## config.mk

```make
export PLATFORM = sky130hd
export DESIGN_NAME = autoranging_adc_channel_scanner
export DESIGN_NICKNAME = d
export VERILOG_FILES = /design/src/sv/aacs_pkg.sv /design/src/sv/aacs_ram.sv /design/src/sv/autoranging_adc_channel_scanner.sv
export SDC_FILE = /design/constraint.sdc
export NUM_CORES = 2
export LEC_CHECK = 0
export BUFFER_PORTS_ARGS = -buffer_cell sky130_fd_sc_hd__clkbuf_2
export CAP_MARGIN = 25
export CORE_UTILIZATION = 35
export CTS_CLUSTER_SIZE = 10
export DETAILED_ROUTE_END_ITERATION = 8
export MAX_ROUTING_LAYER = met4
export PLACE_DENSITY = 0.61
export SLEW_MARGIN = 10
export SYNTH_ARGS = -nofsm -noshare
export SYNTH_HDL_FRONTEND = slang
export SYNTH_HIERARCHICAL = 1
export SYNTH_SLANG_ARGS = --single-unit
```

## constraint.sdc

```tcl
create_clock -name i_clk -period 7.9 [get_ports i_clk]
set_input_delay 0.395 -clock i_clk [delete_from_list [all_inputs] [get_ports i_clk]]
set_output_delay 0.395 -clock i_clk [all_outputs]
set_load 0.01 [all_outputs]
```

## src/sv/aacs_pkg.sv

```systemverilog
// ----------------------------------------------------------------------------
// aacs_pkg: shared constants and types for the autoranging channel scanner
// Register indexes, widths and reset values of the correction registers.
// ----------------------------------------------------------------------------
package aacs_pkg;

    localparam int CHANNELS_DEF        = 4;
    localparam int COUNT_BITS_DEF      = 16;
    localparam int FULL_SCALE_CODE_DEF = 32767;

    localparam int SUM_W     = 40;
    localparam int AVG_W     = 21;
    localparam int REG_W     = 24;
    localparam int SAMPLE_W  = 16;
    localparam int RANGE_W   = 3;
    localparam int OUT_W     = 32;
    localparam int CFG_IDX_W = 3;
    localparam int REPORT_CH = 4;

    localparam logic [RANGE_W-1:0] RANGE_MAX = 3'd4;

    // register indexes
    localparam logic [CFG_IDX_W-1:0] REG_SLOPE0  = 3'd0;
    localparam logic [CFG_IDX_W-1:0] REG_OFFSET0 = 3'd4;

    localparam logic [REG_W-1:0] SLOPE_RST [4] = '{
        24'sd305397, 24'sd666251, 24'sd155447, 24'sd1986134};
    localparam logic [REG_W-1:0] OFFSET_RST [4] = '{
        -24'sd191, -24'sd17049, 24'sd4228, 24'sd16066};

    typedef enum logic {KIND_SAMPLE = 1'b0, KIND_CLOSE = 1'b1} t_kind;

endpackage

```

## src/sv/aacs_ram.sv

```systemverilog
// ----------------------------------------------------------------------------
// aacs_ram: generic single-port-write, single-read RAM
// One write and one registered read per cycle.
// ----------------------------------------------------------------------------
module aacs_ram #(
    parameter int WIDTH = 8,
    parameter int DEPTH = 4
) (
    input  logic                     i_clk,
    input  logic                     i_we,
    input  logic [$clog2(DEPTH)-1:0] i_waddr,
    input  logic [WIDTH-1:0]         i_wdata,
    input  logic [$clog2(DEPTH)-1:0] i_raddr,
    output logic [WIDTH-1:0]         o_rdata
);
    logic [WIDTH-1:0] r_mem [DEPTH];

    always_ff @(posedge i_clk) begin
        if (i_we) begin
            r_mem[i_waddr] <= i_wdata;
        end
        o_rdata <= r_mem[i_raddr];
    end
endmodule

```

## src/sv/autoranging_adc_channel_scanner.sv

```systemverilog
// Sample item: read, latch, write back and read the next range, settle, present;
// the present step waits while the output register is still held. Window close:
// bit-serial division of each channel, one quotient bit per cycle (skipped for an
// empty channel), then read, multiply, add and present for each reported value,
// four at most, plus any output stall. One item at a time. Reset clears control
// state and registers; the channel memory, ranges included, is then swept clear.
// ----------------------------------------------------------------------------
// autoranging_adc_channel_scanner: round-robin autoranging channel scanner
// Channel state lives in one RAM; sums are averaged and line-corrected.
// ----------------------------------------------------------------------------
module autoranging_adc_channel_scanner
    import aacs_pkg::*;
#(
    parameter int CHANNELS        = CHANNELS_DEF,
    parameter int COUNT_BITS      = COUNT_BITS_DEF,
    parameter int FULL_SCALE_CODE = FULL_SCALE_CODE_DEF
) (
    input  logic                       i_clk,
    input  logic                       i_rst_n,
    input  logic                       i_valid,
    output logic                       o_ready,
    input  logic                       i_kind,
    input  logic signed [SAMPLE_W-1:0] i_raw_sample,
    output logic                       o_valid,
    input  logic                       i_ready,
    output logic                       o_result_kind,
    output logic [1:0]                 o_channel,
    output logic [RANGE_W-1:0]         o_gain_step,
    output logic                       o_round_done,
    output logic signed [OUT_W-1:0]    o_corrected_value,
    output logic                       o_last,
    input  logic                       i_cfg_we,
    input  logic [CFG_IDX_W-1:0]       i_cfg_index,
    input  logic [REG_W-1:0]           i_cfg_data
);
    localparam int CH_W    = (CHANNELS > 1) ? $clog2(CHANNELS) : 1;
    localparam int ENT_W   = RANGE_W + SUM_W + COUNT_BITS + AVG_W;
    localparam int HYST    = FULL_SCALE_CODE / 50;
    localparam int HI_TH   = FULL_SCALE_CODE - HYST;
    localparam int LO_TH   = FULL_SCALE_CODE / 2 - HYST;
    localparam int NREP    = (CHANNELS < REPORT_CH) ? CHANNELS : REPORT_CH;
    localparam int DIV_W   = SUM_W;
    localparam int PROD_W  = REG_W + AVG_W;
    localparam logic [COUNT_BITS-1:0] CNT_MAX = '1;
    localparam logic signed [SUM_W-1:0] SMAX = {1'b0, {(SUM_W-1){1'b1}}};
    localparam logic signed [SUM_W-1:0] SMIN = {1'b1, {(SUM_W-1){1'b0}}};

    typedef enum logic [3:0] {
        S_CLEAR, S_IDLE, S_RD, S_UPD, S_NRD, S_NXT, S_OUT,
        S_CRD, S_CDIV0, S_CDIV, S_CWR, S_RRD, S_RMUL, S_RADD, S_ROUT
    } t_state;

    t_state                   r_state;
    logic [CH_W-1:0]          r_cur, r_ch;
    logic signed [SAMPLE_W-1:0] r_sample;
    logic [REG_W-1:0]         r_slope [4];
    logic [REG_W-1:0]         r_offset [4];
    logic                     r_we;
    logic [CH_W-1:0]          r_waddr;
    logic [ENT_W-1:0]         r_wdata;
    logic [CH_W-1:0]          r_raddr;
    logic [ENT_W-1:0]         w_rdata;
    logic [ENT_W-1:0]         r_ent;
    // divider
    logic [DIV_W-1:0]         r_quo, r_rem, r_dvs;
    logic                     r_neg;
    logic [$clog2(DIV_W+1)-1:0] r_bit;
    logic signed [PROD_W-1:0] r_prod;
    logic signed [OUT_W+1:0]  r_sumv;
    // output register
    logic                     r_ovalid, r_okind, r_oround, r_olast;
    logic [1:0]               r_och;
    logic [RANGE_W-1:0]       r_ogain;
    logic signed [OUT_W-1:0]  r_oval;

    aacs_ram #(.WIDTH(ENT_W), .DEPTH(1 << CH_W)) u_ram (
        .i_clk  (i_clk),
        .i_we   (r_we),
        .i_waddr(r_waddr),
        .i_wdata(r_wdata),
        .i_raddr(r_raddr),
        .o_rdata(w_rdata)
    );

    // entry fields
    logic [RANGE_W-1:0]       e_rng;
    logic signed [SUM_W-1:0]  e_sum;
    logic [COUNT_BITS-1:0]    e_cnt;
    logic signed [AVG_W-1:0]  e_avg;
    assign {e_rng, e_sum, e_cnt, e_avg} = r_ent;

    // sample update
    logic signed [SUM_W+1:0]  w_add;
    logic signed [SUM_W-1:0]  w_sum;
    logic [RANGE_W-1:0]       w_rng;
    logic [SAMPLE_W-1:0]      w_u;
    always_comb begin
        w_u   = r_sample;
        w_add = {{2{e_sum[SUM_W-1]}}, e_sum}
              + ((SUM_W+2)'(r_sample) <<< (RANGE_MAX - e_rng));
        if (w_add > (SUM_W+2)'(SMAX)) begin
            w_sum = SMAX;
        end else if (w_add < $signed({{2{1'b1}}, SMIN})) begin
            w_sum = SMIN;
        end else begin
            w_sum = w_add[SUM_W-1:0];
        end
        w_rng = e_rng;
        if (32'(w_u) > 32'(HI_TH) && e_rng > 0) begin
            w_rng = e_rng - 1'b1;
        end else if (32'(w_u) < 32'(LO_TH) && e_rng < RANGE_MAX) begin
            w_rng = e_rng + 1'b1;
        end
    end

    // restoring divide step on magnitudes
    logic [DIV_W:0]   w_trial;
    logic [DIV_W-1:0] w_remsh;
    always_comb begin
        w_remsh = {r_rem[DIV_W-2:0], r_quo[DIV_W-1]};
        w_trial = {1'b0, w_remsh} - {1'b0, r_dvs};
    end

    // correction rounding and saturation
    logic signed [PROD_W-1:0] w_shr;
    logic signed [OUT_W-1:0]  w_sat;
    assign w_shr = (r_prod + PROD_W'(32768)) >>> 16;
    always_comb begin
        if (r_sumv > $signed((OUT_W+2)'({1'b0, {(OUT_W-1){1'b1}}}))) begin
            w_sat = {1'b0, {(OUT_W-1){1'b1}}};
        end else if (r_sumv < -((OUT_W+2)'(1) <<< (OUT_W-1))) begin
            w_sat = {1'b1, {(OUT_W-1){1'b0}}};
        end else begin
            w_sat = r_sumv[OUT_W-1:0];
        end
    end

    logic [CH_W-1:0] w_nxt;
    assign w_nxt = (r_cur == CH_W'(CHANNELS - 1)) ? '0 : r_cur + 1'b1;

    assign o_ready           = (r_state == S_IDLE);
    assign o_valid           = r_ovalid;
    assign o_result_kind     = r_okind;
    assign o_channel         = r_och;
    assign o_gain_step       = r_ogain;
    assign o_round_done      = r_oround;
    assign o_corrected_value = r_oval;
    assign o_last            = r_olast;

    // configuration registers
    always_ff @(posedge i_clk) begin
        if (!i_rst_n) begin
            for (int k = 0; k < 4; k++) begin
                r_slope[k]  <= SLOPE_RST[k];
                r_offset[k] <= OFFSET_RST[k];
            end
        end else if (i_cfg_we) begin
            if (i_cfg_index < REG_OFFSET0) begin
                r_slope[i_cfg_index[1:0]] <= i_cfg_data;
            end else begin
                r_offset[i_cfg_index[1:0]] <= i_cfg_data;
            end
        end
    end

    // sequencer
    always_ff @(posedge i_clk) begin
        if (!i_rst_n) begin
            r_state  <= S_CLEAR;
            r_cur    <= '0;
            r_ch     <= '0;
            r_we     <= 1'b0;
            r_ovalid <= 1'b0;
        end else begin
            r_we <= 1'b0;
            if (r_ovalid && i_ready) begin
                r_ovalid <= 1'b0;
            end
            case (r_state)
                S_CLEAR: begin
                    r_we    <= 1'b1;
                    r_waddr <= r_ch;
                    r_wdata <= '0;
                    r_ch    <= r_ch + 1'b1;
                    if (r_ch == CH_W'((1 << CH_W) - 1)) begin
                        r_state <= S_IDLE;
                    end
                end
                S_IDLE: begin
                    if (i_valid) begin
                        r_sample <= i_raw_sample;
                        r_ch     <= '0;
                        r_raddr  <= (i_kind == KIND_CLOSE) ? '0 : r_cur;
                        r_state  <= (i_kind == KIND_CLOSE) ? S_CRD : S_RD;
                    end
                end
                S_RD: begin
                    r_state <= S_UPD;
                end
                S_UPD: begin
                    r_ent   <= w_rdata;
                    r_state <= S_NRD;
                end
                S_NRD: begin
                    // write back, then read the next channel's range
                    r_we    <= 1'b1;
                    r_waddr <= r_cur;
                    if (e_cnt < CNT_MAX) begin
                        r_wdata <= {w_rng, w_sum, e_cnt + 1'b1, e_avg};
                    end else begin
                        r_wdata <= {w_rng, e_sum, e_cnt, e_avg};
                    end
                    r_raddr <= w_nxt;
                    r_cur   <= w_nxt;
                    r_state <= S_NXT;
                end
                S_NXT: begin
                    // a single channel would read its old entry, so S_OUT uses the write data
                    r_state <= S_OUT;
                end
                S_OUT: begin
                    if (!r_ovalid) begin
                        r_ovalid <= 1'b1;
                        r_okind  <= KIND_SAMPLE;
                        r_och    <= 2'(r_cur);
                        r_ogain  <= (CHANNELS == 1) ? r_wdata[ENT_W-1 -: RANGE_W]
                                                    : w_rdata[ENT_W-1 -: RANGE_W];
                        r_oround <= (r_cur == '0);
                        r_oval   <= '0;
                        r_olast  <= 1'b1;
                        r_state  <= S_IDLE;
                    end
                end
                S_CRD: begin
                    r_state <= S_CDIV0;
                end
                S_CDIV0: begin
                    r_ent   <= w_rdata;
                    r_neg   <= w_rdata[ENT_W-RANGE_W-1];
                    r_quo   <= w_rdata[ENT_W-RANGE_W-1]
                             ? -w_rdata[ENT_W-RANGE_W-1 -: SUM_W]
                             : w_rdata[ENT_W-RANGE_W-1 -: SUM_W];
                    r_rem   <= '0;
                    r_dvs   <= DIV_W'(w_rdata[AVG_W +: COUNT_BITS]);
                    r_bit   <= '0;
                    r_state <= (w_rdata[AVG_W +: COUNT_BITS] == '0) ? S_CWR : S_CDIV;
                end
                S_CDIV: begin
                    if (w_trial[DIV_W]) begin
                        r_rem <= w_remsh;
                        r_quo <= {r_quo[DIV_W-2:0], 1'b0};
                    end else begin
                        r_rem <= w_trial[DIV_W-1:0];
                        r_quo <= {r_quo[DIV_W-2:0], 1'b1};
                    end
                    r_bit <= r_bit + 1'b1;
                    if (r_bit == ($bits(r_bit))'(DIV_W - 1)) begin
                        r_state <= S_CWR;
                    end
                end
                S_CWR: begin
                    r_we    <= 1'b1;
                    r_waddr <= r_ch;
                    if (e_cnt != '0) begin
                        r_wdata <= {e_rng, {SUM_W{1'b0}}, {COUNT_BITS{1'b0}},
                                    r_neg ? -r_quo[AVG_W-1:0] : r_quo[AVG_W-1:0]};
                    end else begin
                        r_wdata <= r_ent;
                    end
                    if (r_ch == CH_W'(CHANNELS - 1)) begin
                        r_ch    <= '0;
                        r_raddr <= '0;
                        r_state <= S_RRD;
                    end else begin
                        r_ch    <= r_ch + 1'b1;
                        r_raddr <= r_ch + 1'b1;
                        r_state <= S_CRD;
                    end
                end
                S_RRD: begin
                    // wait out the write of the last channel and the read
                    r_state <= S_RMUL;
                end
                S_RMUL: begin
                    if (r_we) begin
                        r_state <= S_RMUL;
                    end else begin
                        r_ent   <= w_rdata;
                        r_prod  <= $signed(r_slope[r_ch[1:0]])
                                 * $signed(w_rdata[AVG_W-1:0]);
                        r_state <= S_RADD;
                    end
                end
                S_RADD: begin
                    r_sumv  <= (OUT_W+2)'(w_shr) + (OUT_W+2)'($signed(r_offset[r_ch[1:0]]));
                    r_state <= S_ROUT;
                end
                S_ROUT: begin
                    if (!r_ovalid) begin
                        r_ovalid <= 1'b1;
                        r_okind  <= KIND_CLOSE;
                        r_och    <= 2'(r_ch);
                        r_ogain  <= e_rng;
                        r_oround <= 1'b0;
                        r_oval   <= w_sat;
                        r_olast  <= (r_ch == CH_W'(NREP - 1));
                        if (r_ch == CH_W'(NREP - 1)) begin
                            r_state <= S_IDLE;
                        end else begin
                            r_ch    <= r_ch + 1'b1;
                            r_raddr <= r_ch + 1'b1;
                            r_state <= S_RRD;
                        end
                    end
                end
                default: r_state <= S_IDLE;
            endcase
        end
    end

`ifndef SYNTHESIS
    a_ready_idle: assert property (@(posedge i_clk) disable iff (!i_rst_n)
        o_ready |-> (r_state == S_IDLE)) else $error("ready outside idle");
    a_hold: assert property (@(posedge i_clk) disable iff (!i_rst_n)
        (o_valid && !i_ready) |=> (o_valid && $stable(o_corrected_value)))
        else $error("result dropped");
    a_no_accept_busy: assert property (@(posedge i_clk) disable iff (!i_rst_n)
        (i_valid && o_ready) |=> !o_ready) else $error("second item taken");
    a_sample_last: assert property (@(posedge i_clk) disable iff (!i_rst_n)
        (o_valid && !o_result_kind) |-> (o_last && o_corrected_value == '0))
        else $error("sample result fields");
`endif
endmodule
```

==> flow_summary.ini <==
[global_route]
grt_pass1_wl_mm = 225
grt_max_degree = 76
overflow = 0
grt_util_all_layers = 0.171
grt_pass1_vias = 38806
antenna_found_initial = 4

[detailed_routing]
via_count = 37685
ant_nets = 0
vias_per_cell = 4.97
drtIter0Drc = 2858
drt-total-wl_mm = 146
wl_per_cell_um = 19.2
drc = 0
first_pass_iters = 6

[finish]
multi_input_area_sq_um = 29500
nFillCells = 16056
finish.instance_area_sq_um = 69900
ff_latch_area_sq_um = 28600
utilization = 0.406
layout.nets = 5956
syn2layout_area_growth_pct = 14.7
drive_above_1_share = 0.146

[worst_setup_path]
r2r_end = r_prod[39]
cp-start-kind = flip-flop
cp_slowest_cell = mux4_2
r2r_slack_ps = 180
cp_data_arrival_time_ps = 8200
reg2reg_depth = 27
required_ps = 8380
cpPeakStageDelay_ps = 620
crit_path_max_fanout = 9
crit_path_end = r_prod[39]
crit_path_end_kind = flip-flop
path_class = reg -> reg

[clock_network]
clockBufferDepth = 3
clk_pin_slew_worst_paths_ps = 60
cts-root-buf = clkbuf_16
cts_tree = yes
numCtsBuffers = 110
clk-insertion-delay-late_ps = 740
htreeDepth = 3
cts.sinks = 984

[outcome]
status = finished, final reports clean

[min_path]
hp-class = in -> reg
min_path_cells = 2
hp-start = i_cfg_data[16]

[yosys]
synthDistinctLibCells = 84
yosysWarnings = 6
synth_area_sq_um = 60900
synth.most_common_cell = edfxtp_1
synth-seq-cells = 984
synth_top_cell_area_share = 0.440
synth.avg_cell_area_sq_um = 12.4
synth_edf_count = 892
async_flop_share = 0
netlist_instances = 4915
syn_nets = 5693
synthFlopType = edfxtp_1
synthTopCellsByArea = edfxtp_1 44%, fa_1 17%, mux4_2 4.7%
yosysTopAreaCell = edfxtp_1
ys_seq_area_frac = 0.470
synth_commonest_cells = 892 x edfxtp_1, 671 x inv_1, 518 x fa_1, 489 x nand2_1, 323 x and2_1

[timing]
max_slew.worst_pin.slew_ps = 1050
rsz0062_at_grt = yes
finalHoldViolCount = 0
finalMaxSlewViolations = 0
fmax_mhz = 129
whs_ps = 43.2
setup_tns_ps = 0
relSlewSlack = 0.300
period_share = 0.978
min_period_ps = 7720
setup_violations = 0
fin_skew_ps = 56.2

[placed_design]
dpl_cell_area_sq_um = 65200
hpwl_mm = 101
place_congestion = 0.876
io_buffers = 90

[floorplanning]
rows = 152
core_area_sq_um = 172000
die_x_um = 419
start_util = 0.354
die_area_sq_um = 176000
ioPinCount = 91
die_y_um = 419

[run]
max-cap-violations = 0
[cells by family (layout without fill, tap and decap cells)]
| family | Yosys count | in the layout | share of synthesized area |
|---|---|---|---|
| flops | 984 | 984 | 0.470 |
| xor+xnor | 218 | 218 | 0.0314 |
| buf+inv | 890 | 1236 | 0.0577 |
| mux | 173 | 177 | 0.0550 |
| simple gates | 1379 | 1379 | 0.115 |
| fa+ha+maj | 729 | 729 | 0.214 |
| other cells | 0 | 8 | 0 |
| compound gates | 542 | 542 | 0.0574 |
[placed cells by master, fill, tap and decap left out, drive strengths merged, types with 40 or more instances in the layout]
cell type and n:
or3 69, a21o 42, nand2b 73, edfxtp 892, ha 211, nor2 170
xor2 107, xnor2 111, nand2 490, buf 256, a21oi 111, dfxtp 92
inv 671, mux4 132, o21ai 188, and3 40, nand3 69, and2 324
fa 518, clkbuf 279, a221o 40
[worst max-delay path, delay by kind of cell, from the launching register on]
family                   cells  cell delay (ps)
AO/OA/AOI/OAI                9             1470
XOR/XNOR                     1              170
adder cells (fa/ha/maj)      8             3720
buffers and inverters        7              910
flip-flops                   1              450
multiplexers                 1              620
AND/OR/NAND/NOR              1              170
[timing repair]
item                                   CTS  global route
gates resized for setup                 12           139
pin swaps                                4           113
setup endpoints to repair               10            13
endpoints found under the hold margin   17             0
hold buffers                            17             0
setup buffers                            7            35
cloned                                   1             5
[sequential cells by signal, indices dropped and copies added, names as in the netlist, 2 cells and up, named ones only]
register,count
r_prod,30
r_waddr,2
r_wdata,80
r_ent,80
r_sample,16
r_quo,40
r_dvs,16
o_channel,2
r_slope,96
r_raddr,2
r_cur,2
r_bit,6
r_state,4
u_ram/r_mem,320
r_offset,96
o_corrected_value,30
u_ram/o_rdata,80
r_sumv,30
r_rem,39
o_gain_step,3
r_ch,2
[worst min path at each step]
stage | end | slack [ps]
CTS | r_offset[0][16] | 2
finish | r_offset[0][16] | 40
global route | r_offset[1][16] | 30
global placement | r_ent[79] | 410
detailed placement | r_ent[77] | 420
floorplan | r_ent[77] | 400
[area by class of cell]
type / instances / area share
Antenna cell: 8 / 0.000287
Clock buffer: 188 / 0.0437
Clock inverter: 11 / 0.00331
Inverter: 673 / 0.0362
Multi-Input combinational cell: 3045 / 0.423
Sequential cell: 984 / 0.410
Tap cell: 2310 / 0.0414
Timing Repair Buffer: 364 / 0.0423
[layer usage]
| metal | vias up | part of all wire | global-route usage |
|---|---|---|---|
| met1 | 19237 | 0.43 | 0.218 |
| li1 | 17307 | - | - |
| met3 | 249 | 0.050 | 0.0262 |
| met2 | 892 | 0.49 | 0.280 |
| met5 | - | 0 | - |
| met4 | 0 | 0.031 | 0.0507 |
[metrics by stage]
step                      cells  setup slack [ps]
final                      7583               176
after CTS                  7534              3.53
after global placement     7308              -278
after detailed placement   7310              -309
after floorplan            4915              8.66
after global routing       7578             -53.3
Power is left out: the tool's default activity adds up to more than one toggle a clock period on the data nets, which glitch-free logic cannot reach.
